$ cat src/hdl/asfb_pkg.sv
// Package for the audio sample FIFO bridge: sizes, item codes and item types.
// Used by every module of the block but asfb_ram; depends on nothing.
package asfb_pkg;

  localparam int DEPTH        = 4096;
  localparam int SAMPLE_WIDTH = 32;
  localparam int PTR_W        = $clog2(DEPTH);
  localparam int CAP_W        = $clog2(DEPTH + 1);
  localparam int CFG_W        = 13;
  localparam int FILL_W       = 13;
  localparam int WORD_W       = 32;
  localparam int CNT_W        = 32;

  localparam logic KIND_PUSH = 1'b0;
  localparam logic KIND_POP  = 1'b1;

  typedef struct packed {
    logic              kind;
    logic [WORD_W-1:0] sample_in;
    logic              burst_last;
  } req_item_t;

  typedef struct packed {
    logic [WORD_W-1:0] sample_out;
    logic              accepted;
    logic [FILL_W-1:0] fill_level;
    logic [CNT_W-1:0]  underrun_total;
    logic [CNT_W-1:0]  overrun_total;
    logic [CNT_W-1:0]  pushed_total;
    logic [CNT_W-1:0]  popped_total;
    logic              burst_end;
  } rsp_item_t;

  typedef struct packed {
    logic accept;
    logic wr_store;
    logic rd_store;
    logic count_overrun;
    logic count_underrun;
    logic load_rsp;
  } cmd_t;

  typedef struct packed {
    logic kind;
    logic cap_on;
    logic can_push;
    logic can_pop;
  } status_t;

endpackage

$ cat src/hdl/asfb_ctrl.sv
// Controller of the sample FIFO bridge: handshakes, item sequencing, commands.
// Depends on asfb_pkg.
module asfb_ctrl (
  input  logic             clk,
  input  logic             rst,
  input  logic             req_valid,
  output logic             req_ready,
  output logic             rsp_valid,
  input  logic             rsp_ready,
  input  asfb_pkg::status_t status,
  output asfb_pkg::cmd_t    cmd
);
  import asfb_pkg::*;

  typedef enum logic [1:0] {
    S_IDLE = 2'b01,
    S_PEND = 2'b10
  } state_t;

  state_t state;
  state_t state_next;
  logic   rsp_valid_next;
  logic   accept;
  logic   rsp_free;
  logic   load;

  assign req_ready = (state == S_IDLE);
  assign accept    = req_valid && req_ready;
  assign rsp_free  = !rsp_valid || rsp_ready;
  assign load      = (state == S_PEND) && rsp_free;

  always_comb begin
    cmd.accept         = accept;
    cmd.wr_store       = accept && (status.kind == KIND_PUSH) && status.can_push;
    cmd.rd_store       = accept && (status.kind == KIND_POP) && status.can_pop;
    cmd.count_overrun  = accept && (status.kind == KIND_PUSH) && status.cap_on &&
                         !status.can_push;
    cmd.count_underrun = accept && (status.kind == KIND_POP) && !status.can_pop;
    cmd.load_rsp       = load;
  end

  always_comb begin
    state_next = state;
    case (state)
      S_IDLE: begin
        if (accept) begin
          state_next = S_PEND;
        end
      end
      S_PEND: begin
        if (load) begin
          state_next = S_IDLE;
        end
      end
      default: state_next = S_IDLE;
    endcase
  end

  always_comb begin
    rsp_valid_next = rsp_valid;
    if (load) begin
      rsp_valid_next = 1'b1;
    end else if (rsp_ready) begin
      rsp_valid_next = 1'b0;
    end
  end

  always_ff @(posedge clk) begin
    if (rst) begin
      state     <= S_IDLE;
      rsp_valid <= 1'b0;
    end else begin
      state     <= state_next;
      rsp_valid <= rsp_valid_next;
    end
  end

endmodule

$ cat config.mk
export PLATFORM = sky130hd
export DESIGN_NAME = asfb_ctrl
export DESIGN_NICKNAME = d
export VERILOG_FILES = /design/src/hdl/asfb_pkg.sv /design/src/hdl/asfb_ctrl.sv
export SDC_FILE = /design/constraint.sdc
export NUM_CORES = 1
export LEC_CHECK = 0
export ABC_AREA = 1
export BUFFER_PORTS_ARGS = -buffer_cell sky130_fd_sc_hd__buf_4
export CAP_MARGIN = 20
export CORE_AREA = 2 2 39 41
export CTS_BUF_LIST = sky130_fd_sc_hd__clkbuf_16
export DETAILED_ROUTE_END_ITERATION = 10
export DIE_AREA = 0 0 41 43
export PLACE_DENSITY = 0.34
export SYNTH_ARGS = -nofsm -noshare
export SYNTH_HDL_FRONTEND = slang
export SYNTH_SLANG_ARGS = --single-unit
$ cat constraint.sdc
create_clock -name clk -period 0.9 [get_ports clk]
set_input_delay 0.045 -clock clk [delete_from_list [all_inputs] [get_ports clk]]
set_output_delay 0.045 -clock clk [all_outputs]
set_load 0.1 [all_outputs]
# Yosys cells after proc, flatten, opt, wreduce, memory -nomap -nowiden
# Index checks and enable logic that the tools add are counted.
# op_classes
n_eq_ne,4
n_mux,5
n_reduce_logical,15
bitwise_logic,1
# ops
operator,count
logical AND 1 bit,9
two-way mux 2 bit,2
one-hot mux 2 bit (2 select lines),1
zero test 1 bit,3
"== test 2 x 1 -> 1 bit, second input constant",1
"== test 2 bit, second input constant",1
two-way mux 1 bit,2
"!= test 2 x 1 -> 1 bit, second input constant",1
"!= test 2 bit, second input constant",1
AND reduction 2 bit,1
nonzero test 2 bit,1
logical OR 1 bit,1
inverter 1 bit,1
# totals
out_inout_bits,8
register_bits,3
elab_cells,27

# Depth between registers and ports, before layout
# Gate-level depths: netlist (run 1).
# logic_depth
ltp_word,5
ltp_mapped,5

# Least setup slack after synthesis (run 1)
# OpenSTA, ideal clock, no wires.
# synth_path
path_kind,flip-flop to output port
from,reg state[1]
to,out cmd[3] in the netlist's numbering
setup_slack_ns,-1.859
t_arrival_ns,2.714
path_stages_with_launch,4
cell_sequence,dfxtp_1 -> inv_1 -> nand3_2 -> nor3b_1
# synth_lines
item,line,rtl
from (decl),asfb_ctrl.sv:20,state_t state;
from (signal assigned),asfb_ctrl.sv:73,state <= state_next;
to (decl),asfb_ctrl.sv:11,output asfb_pkg::cmd_t cmd

==> flow_summary.json, run 1 <==
{
  "critical_path_required_ps": 850,
  "crit_cells": 5,
  "ys_warn_count": 0,
  "worstSetupEndpointType": "output pin",
  "post-route-period-util": 1.36,
  "hold_violations": 0,
  "p_switching_uw": 324,
  "crit_buf_inv": 3,
  "arrival_ps": 1170,
  "via_per_inst": 3.71,
  "critPathMaxFanout": 4,
  "async_flop_share": 0,
  "dp_hpwl_um": 433,
  "gp_congestion": 0.610,
  "r2r_end": "state[0]",
  "area_growth_pct": 234,
  "cts.reportedPaths.clkPinSlew_ps": 30,
  "synth-edff-count": 0,
  "vias": 256,
  "antenna_cells": 0,
  "wirelength_um": 598,
  "io_buffers": 15,
  "r2r_start": "state[1]",
  "synth_common_cells": "6 x inv_1, 5 x nand2_1, 4 x nor2_1",
  "synth_ff_type": "dfxtp_1",
  "ios": 16,
  "yosysTopAreaCell": "dfxtp_1",
  "multi_input_area_um2": 158,
  "fillerInstances": 133,
  "detail-route-antenna-nets": 0,
  "finClkSkew_ps": 5.03,
  "cap_violations": 0,
  "reg2reg_slack_ps": -20,
  "slew_headroom": 0.815,
  "syn_area_per_cell_um2": 6.48,
  "drt_iter0_drc": 4,
  "grt_max_degree": 5,
  "place_area_um2": 393,
  "grt_pass1_wl_um": 979,
  "syn_inst": 28,
  "grt_pass1_vias": 244,
  "cp-start-kind": "flip-flop",
  "postLayoutCellArea_um2": 606,
  "rsz0062_at_grt": "yes",
  "hold_ws_ps": 272,
  "drcViolationCount": 0,
  "yosysMostFrequentCell": "inv_1",
  "slew_viol_final": 0,
  "cts_root_buffer": "clkbuf_16",
  "p_comb_frac": 0.275,
  "final_nets": 62,
  "p_clk_frac": 0.600,
  "post_drt_wl_per_cell_um": 8.67,
  "htreeDepth": 1,
  "row_count": 14,
  "setup_slack_ps": -320,
  "syn_area_um2": 181,
  "synthTopCellsByArea": "dfxtp_1 33%, inv_1 12%, nand2_1 10%, buf_4 8.3%, nor2_1 8.3%",
  "ys_seq_area_frac": 0.331,
  "slowest_stage": "dfxtp_1",
  "core-area_um2": 1380,
  "dr.pass1.iters": 4,
  "die_w_um": 41,
  "cp_slowest_stage_delay_ps": 300,
  "regArea_um2": 65.1,
  "ys_ff_latch": 3,
  "fmax_ghz": 0.820,
  "reg2reg_depth": 6,
  "vdd_drop_max_mv": 1.74,
  "violations": "negative setup slack",
  "place_ws_ps": -151,
  "startpoint": "state[1]",
  "tightestPinTransition_ps": 279,
  "grt-ovfl-total": 0,
  "initial_core_util": 0.131,
  "fp.dieH_um": 43,
  "status": "complete, but fails checks",
  "powerDensity_nw_per_um2": 1910,
  "synth_nets": 36,
  "hp-class": "input pin to flip-flop",
  "fin_crit_ps": 1220,
  "cts_tree": "built",
  "cts-buffers-inserted": 3,
  "leakage_uw": 0.000276,
  "switching_share": 0.280,
  "final-setup-viol-count": 10,
  "cts_buffer_depth": 2,
  "grt_use_total": 0.0964,
  "clock_latency_ps": 230,
  "numClockSinks": 3,
  "crit_type": "flip-flop to output pin",
  "internal_power_uw": 833,
  "die-area_um2": 1760,
  "endpoint": "cmd[1]",
  "yosysTopAreaCellShare": 0.331,
  "power_uw": 1160,
  "crit_family": "buffers and inverters",
  "path_cells": "inv_2 > nand3_4 > buf_4 > nor3_4 > buf_12",
  "antenna_found_initial": 0,
  "layout-drive-gt1-share": 0.792,
  "synth_cell_types": 12,
  "setup_tns_ps": -1830,
  "pwr-share-seq": 0.124
}
[how the worst min path moves through the flow]
stage                    from  endpoint  slack [ps]  cells past startpoint
detailed placement        rst  state[1]         220                      2
floorplan                 rst  state[1]         110                      1
finish              rsp_ready  state[1]         270                      5
CTS                 rsp_ready  state[1]         260                      5
global placement          rst  state[1]         210                      2
global route        rsp_ready  state[1]         280                      5
[cells in the final DEF, fill, tap and decap left out]
cell,instances
nand2_2,1
inv_2,3
dfxtp_1,1
nor2_2,1
inv_1,4
buf_4,15
dfxtp_2,1
nand3_4,1
dlygate4sd3_1,1
nor3_4,2
buf_6,1
clkinvlp_4,1
o21a_1,1
nor2_4,3
a21oi_2,1
nor3b_4,1
dfxtp_4,1
clkbuf_16,3
buf_12,6
nand2_4,1
nand2_1,4
[registers in the layout, indices dropped and copies added, names as in the netlist]
register,cells
state,2
rsp_valid,1
[kinds of logic (layout without fill, tap and decap cells)]
logic type / Yosys count / after routing / synth area share
buffers and inverters: 9 / 34 / 0.228
AOI/OAI and AO/OA: 2 / 2 / 0.0690
DFF: 3 / 3 / 0.331
and+or+nand+nor: 14 / 14 / 0.372
[stage by stage]
step                       util  instances
after floorplan               -         28
after global placement    0.284         62
after detailed placement  0.284         62
after CTS                 0.422         68
after global routing      0.438         69
final                     0.438         69
[worst reg2reg max path: stages, from the launching register on]
cell and delay [ps]:
dfxtp_1 300, inv_2 70, nand3_4 90, buf_4 140, buf_4 130, nand2_1 50
nand2_1 40
[routing by layer]
layer / GRT usage / share of wire
met3: 0.0785 / 0.085
met5: 0 / 0
met4: 0.0800 / 0.028
met2: 0.131 / 0.55
met1: 0.0868 / 0.33
[power by group through the flow]
| stage | combinational [µW] | sequential (µW) | clock [µW] |
|---|---|---|---|
| global placement | 253 | 145 | 0 |
| detailed placement | 255 | 145 | 0 |
| CTS | 310 | 144 | 714 |
| floorplan | 183 | 151 | 0 |
| finish | 319 | 143 | 695 |
| global route | 332 | 144 | 726 |
[cell type report]
class | count | area share
clock inverter | 1 | 0.00620
tap | 16 | 0.0331
multi-input combinational | 16 | 0.260
clock buffer | 3 | 0.124
sequential | 3 | 0.107
timing repair buffer | 23 | 0.419
inverter | 7 | 0.0496
[what timing repair did]
item | CTS | global route
resized for setup | 23 | 3
pin swaps | 1 | 1
hold buffers | 1 | 0
hold endpoints to repair | 1 | 0
endpoints found under the setup margin | 10 | 11
setup buffers | 1 | 1
(Power assumes the default switching activity.)
==> run 2, diff against run 1 <==
==> constraint.sdc (replaced) <==
create_clock -name clk -period 0.9 [get_ports clk]
set_input_delay 0.09 -clock clk [delete_from_list [all_inputs] [get_ports clk]]
set_output_delay 0.09 -clock clk [all_outputs]
set_load 0.1 [all_outputs]
==> flow_summary.json, run 2 (synthesis results as in run 1) <==
{
  "vias": 262,
  "hp-class": "input pin to flip-flop",
  "status": "complete, but fails checks",
  "row_count": 14,
  "worstSetupEndpointType": "output pin",
  "layout-drive-gt1-share": 0.830,
  "grt-ovfl-total": 0,
  "internal_power_uw": 848,
  "grt_pass1_wl_um": 1000,
  "post_drt_wl_per_cell_um": 9.17,
  "grt_max_degree": 5,
  "slew_headroom": 0.834,
  "die_w_um": 41,
  "drcViolationCount": 0,
  "wirelength_um": 633,
  "critPathMaxFanout": 4,
  "cap_violations": 0,
  "cts.reportedPaths.clkPinSlew_ps": 30,
  "switching_share": 0.282,
  "gp_congestion": 0.639,
  "fp.dieH_um": 43,
  "cts_root_buffer": "clkbuf_16",
  "fin_cells": 69,
  "arrival_ps": 1140,
  "dp_hpwl_um": 436,
  "violations": "negative setup slack",
  "area_growth_pct": 251,
  "antenna_cells": 0,
  "powerDensity_nw_per_um2": 1850,
  "largest_reg_flops": 2,
  "post-route-period-util": 1.36,
  "slowest_stage": "dfxtp_1",
  "reg2reg_slack_ps": -40,
  "final_nets": 62,
  "path_cells": "inv_2 > nand3_4 > nor3b_4 > buf_12",
  "final-setup-viol-count": 8,
  "via_per_inst": 3.80,
  "initial_core_util": 0.131,
  "power_uw": 1180,
  "leakage_uw": 0.000286,
  "detail-route-antenna-nets": 0,
  "p_comb_frac": 0.290,
  "placed_cells": 63,
  "hold_violations": 0,
  "p_clk_frac": 0.588,
  "layout_commonest_cell": "buf_4",
  "slew_viol_final": 0,
  "fin_crit_ps": 1230,
  "core-area_um2": 1380,
  "fmax_ghz": 0.814,
  "io_buffers": 15,
  "vdd_drop_max_mv": 1.81,
  "dr.pass1.iters": 4,
  "ios": 16,
  "htreeDepth": 1,
  "cp_slowest_stage_delay_ps": 300,
  "largest-register": "state",
  "reg.largest.list": "state x2, rsp_valid x1",
  "fillerInstances": 130,
  "tightestPinTransition_ps": 249,
  "cts-buffers-inserted": 3,
  "mostFrequentLayoutCells": "13 x buf_4, 7 x buf_12, 4 x nor2_4, 4 x inv_1",
  "rsz0062_at_grt": "yes",
  "grt_use_total": 0.0894,
  "cts_buffer_depth": 2,
  "numClockSinks": 3,
  "cts_tree": "built",
  "antenna_found_initial": 0,
  "grt_pass1_vias": 281,
  "clock_latency_ps": 220,
  "finClkSkew_ps": 4.87,
  "cp-start-kind": "flip-flop",
  "die-area_um2": 1760,
  "drt_iter0_drc": 2,
  "pwr-share-seq": 0.122,
  "critical_path_required_ps": 810,
  "p_switching_uw": 333,
  "setup_slack_ps": -328,
  "crit_type": "flip-flop to output pin"
}
==> run 2: worst paths after layout <==
kind	startpoint	endpoint	cells past startpoint
hold reg to reg	state[0]	state[1]	3
hold / removal	rst	state[1]	2
setup / recovery	state[1]	cmd[3]	4
setup reg to reg	state[1]	rsp_valid	5
==> run 2: layout make-up <==
type / count / area [µm²] / share of cell area
sequential: 3 / 65.1 / 0.102
tap: 16 / 20.0 / 0.0314
timing repair buffer: 23 / 272 / 0.426
clock buffer: 3 / 75.1 / 0.118
clock inverter: 1 / 3.75 / 0.00589
multi-input combinational: 16 / 169 / 0.265
inverter: 7 / 32.5 / 0.0511
==> run 2: timing repair <==
| item | in CTS | in global routing |
|---|---|---|
| pin swaps | 1 | 1 |
| gates resized for setup | 30 | 5 |
| hold buffers | 0 | 0 |
| setup endpoints to repair | 10 | 10 |
| hold endpoints to repair | 0 | 0 |
| setup buffers | 2 | 0 |
==> run 2: through the flow <==
step	worst slack, ps	utilization	cell area, µm²	TNS (ps)	hold WS [ps]
after CTS	-327	0.448	621	-2150	27.2
after detailed placement	-189	0.289	400	-999	260
final	-328	0.460	637	-2130	29.7
after global placement	-182	0.289	400	-900	259
after floorplan	-534	-	245	-1890	159
after global routing	-379	0.460	637	-2550	30.1
==> run 2: metal layers <==
metal  GRT usage  part of all wire  vias up
met2       0.109              0.53       11
met4      0.0600                 0        0
met3      0.0471             0.088        0
li1            -                 -      131
met1       0.116              0.38      120
met5           0                 0        -
==> run 2: critical path: cells and delay by family, from the launching register on <==
kind | cells | cell delay (ps)
buf+inv | 2 | 270
flops | 1 | 300
simple gates | 2 | 350
==> run 2: power groups by stage <==
stage	logic, µW	registers (µW)	clock network (µW)
3_3_place_gp	258	145	0
2_1_floorplan	187	151	0
4_1_cts	337	143	714
6_report	343	144	694
3_5_place_dp	259	145	0
5_1_grt	358	144	721
==> run 3, diff against run 2 <==
--- a/config.mk
+++ b/config.mk
@@ -6,13 +6,13 @@
 export NUM_CORES = 1
 export LEC_CHECK = 0
 export ABC_AREA = 1
-export BUFFER_PORTS_ARGS = -buffer_cell sky130_fd_sc_hd__buf_4
-export CAP_MARGIN = 20
+export BUFFER_PORTS_ARGS = -buffer_cell sky130_fd_sc_hd__buf_2
 export CORE_AREA = 2 2 39 41
 export CTS_BUF_LIST = sky130_fd_sc_hd__clkbuf_16
 export DETAILED_ROUTE_END_ITERATION = 10
 export DIE_AREA = 0 0 41 43
 export PLACE_DENSITY = 0.34
+export SETUP_SLACK_MARGIN = 0.5
 export SYNTH_ARGS = -nofsm -noshare
 export SYNTH_HDL_FRONTEND = slang
 export SYNTH_SLANG_ARGS = --single-unit
==> flow_summary.json, run 3 (synthesis results as in run 1) <==
{
  "postLayoutCellArea_um2": 592,
  "post_drt_wl_per_cell_um": 8.49,
  "fp.dieH_um": 43,
  "drcViolationCount": 0,
  "cp-start-kind": "flip-flop",
  "hold_ws_ps": 42.7,
  "layout-drive-gt1-share": 0.769,
  "cts-buffers-inserted": 3,
  "dr.pass1.iters": 3,
  "reg2reg_depth": 5,
  "cts_tree": "built",
  "grt_pass1_wl_um": 890,
  "rsz0062_at_grt": "yes",
  "largest-register": "state",
  "cts.reportedPaths.clkPinSlew_ps": 30,
  "grt-ovfl-total": 0,
  "fmax_ghz": 0.806,
  "initial_core_util": 0.131,
  "ios": 16,
  "cts_root_buffer": "clkbuf_16",
  "dp_hpwl_um": 423,
  "row_count": 14,
  "antenna_cells": 0,
  "clock_latency_ps": 220,
  "area_growth_pct": 226,
  "critical_path_required_ps": 810,
  "hold_end": "state[1]",
  "antenna_found_initial": 0,
  "hp-class": "input pin to flip-flop",
  "critPathMaxFanout": 4,
  "mostFrequentLayoutCells": "8 x buf_12, 7 x buf_2, 6 x buf_4, 5 x nand2_1, 4 x inv_1",
  "setup_slack_ps": -341,
  "final_nets": 61,
  "via_per_inst": 3.71,
  "post-route-period-util": 1.38,
  "layout_commonest_cell": "buf_12",
  "detail-route-antenna-nets": 0,
  "violations": "negative setup slack",
  "vdd_drop_max_mv": 0.727,
  "place_ws_ps": -149,
  "largest_reg_flops": 2,
  "final-setup-viol-count": 10,
  "numClockSinks": 3,
  "die_w_um": 41,
  "cts_buffer_depth": 2,
  "leakage_uw": 0.000276,
  "powerDensity_nw_per_um2": 1940,
  "die-area_um2": 1760,
  "gp_congestion": 0.612,
  "reg.largest.list": "state x2, rsp_valid x1",
  "vias": 252,
  "htreeDepth": 1,
  "core-area_um2": 1380,
  "grt_max_degree": 5,
  "grt_pass1_vias": 225,
  "hold_depth": 2,
  "place_area_um2": 475,
  "tightestPinTransition_ps": 248,
  "fin_crit_ps": 1240,
  "hold_violations": 0,
  "drt_iter0_drc": 6,
  "io_buffers": 15,
  "slew_viol_final": 0,
  "cap_violations": 0,
  "r2r_start": "state[0]",
  "worstSetupEndpointType": "output pin",
  "crit_type": "flip-flop to output pin",
  "r2r_end": "state[0]",
  "grt_use_total": 0.0812,
  "arrival_ps": 1150,
  "reg2reg_slack_ps": -100,
  "status": "complete, but fails checks",
  "wirelength_um": 577,
  "slew_headroom": 0.835,
  "finClkSkew_ps": 0.0643,
  "holdCritStartpoint": "rst"
}
run 3: cell count changes in the layout (fill, tap and decap cells not counted), sizes merged:
cell and change:
buf -1
run 3: area by class of cell:
class	instances	area, µm²
Fill cell	139	792
Multi-Input combinational cell	16	141
Clock inverter	1	3.75
Inverter	7	32.5
Sequential cell	3	67.6
Clock buffer	3	75.1
Tap cell	16	20.0
Timing Repair Buffer	22	251
run 3: worst max path at each step:
stage	startpoint	end	slack, ps	depth (start not counted)
finish	state[0]	cmd[2]	-340	5
global route	state[1]	cmd[0]	-410	5
CTS	state[1]	cmd[2]	-360	6
detailed placement	state[1]	cmd[2]	-150	6
global placement	state[1]	cmd[2]	-130	6
floorplan	state[1]	cmd[3]	-530	3
run 3: per-stage QoR:
step,cells,setup TNS (ps),power (µW),utilization
floorplan,28,-1940,346,-
detailed placement,62,-547,442,0.344
global route,68,-2730,1190,0.428
global placement,62,-488,439,0.344
CTS,68,-2330,1150,0.424
finish,68,-2320,1150,0.428
run 3: where the power goes:
group          internal (µW)  switching [µW]  total (µW)
combinational            118             195         313
sequential               137            6.76         144
clock                    572             117         689
total                    828             319        1150
run 3: worst max-delay path, cell delays in order (launching register included):
cell     delay [ps]
dfxtp_4         360
nand3_4         120
inv_4            90
nand2_4          60
nor2_4          110
buf_12          180
run 3: what timing repair did:
action / 4_1_cts / 5_1_grt
buffers inserted: 2 / 0
gates resized for setup: 5 / 1
hold buffers: 0 / 0
pin swaps: 2 / 3
endpoints found under the setup margin: 11 / 11
run 3: routing by layer:
layer	share of wire	GRT usage	wire length, µm	up-vias
met2	0.60	0.122	346	4
met5	0	0	0	-
li1	-	-	-	129
met1	0.38	0.0673	220	119
met3	0.016	0.0471	9	0
met4	0	0.0800	0	0
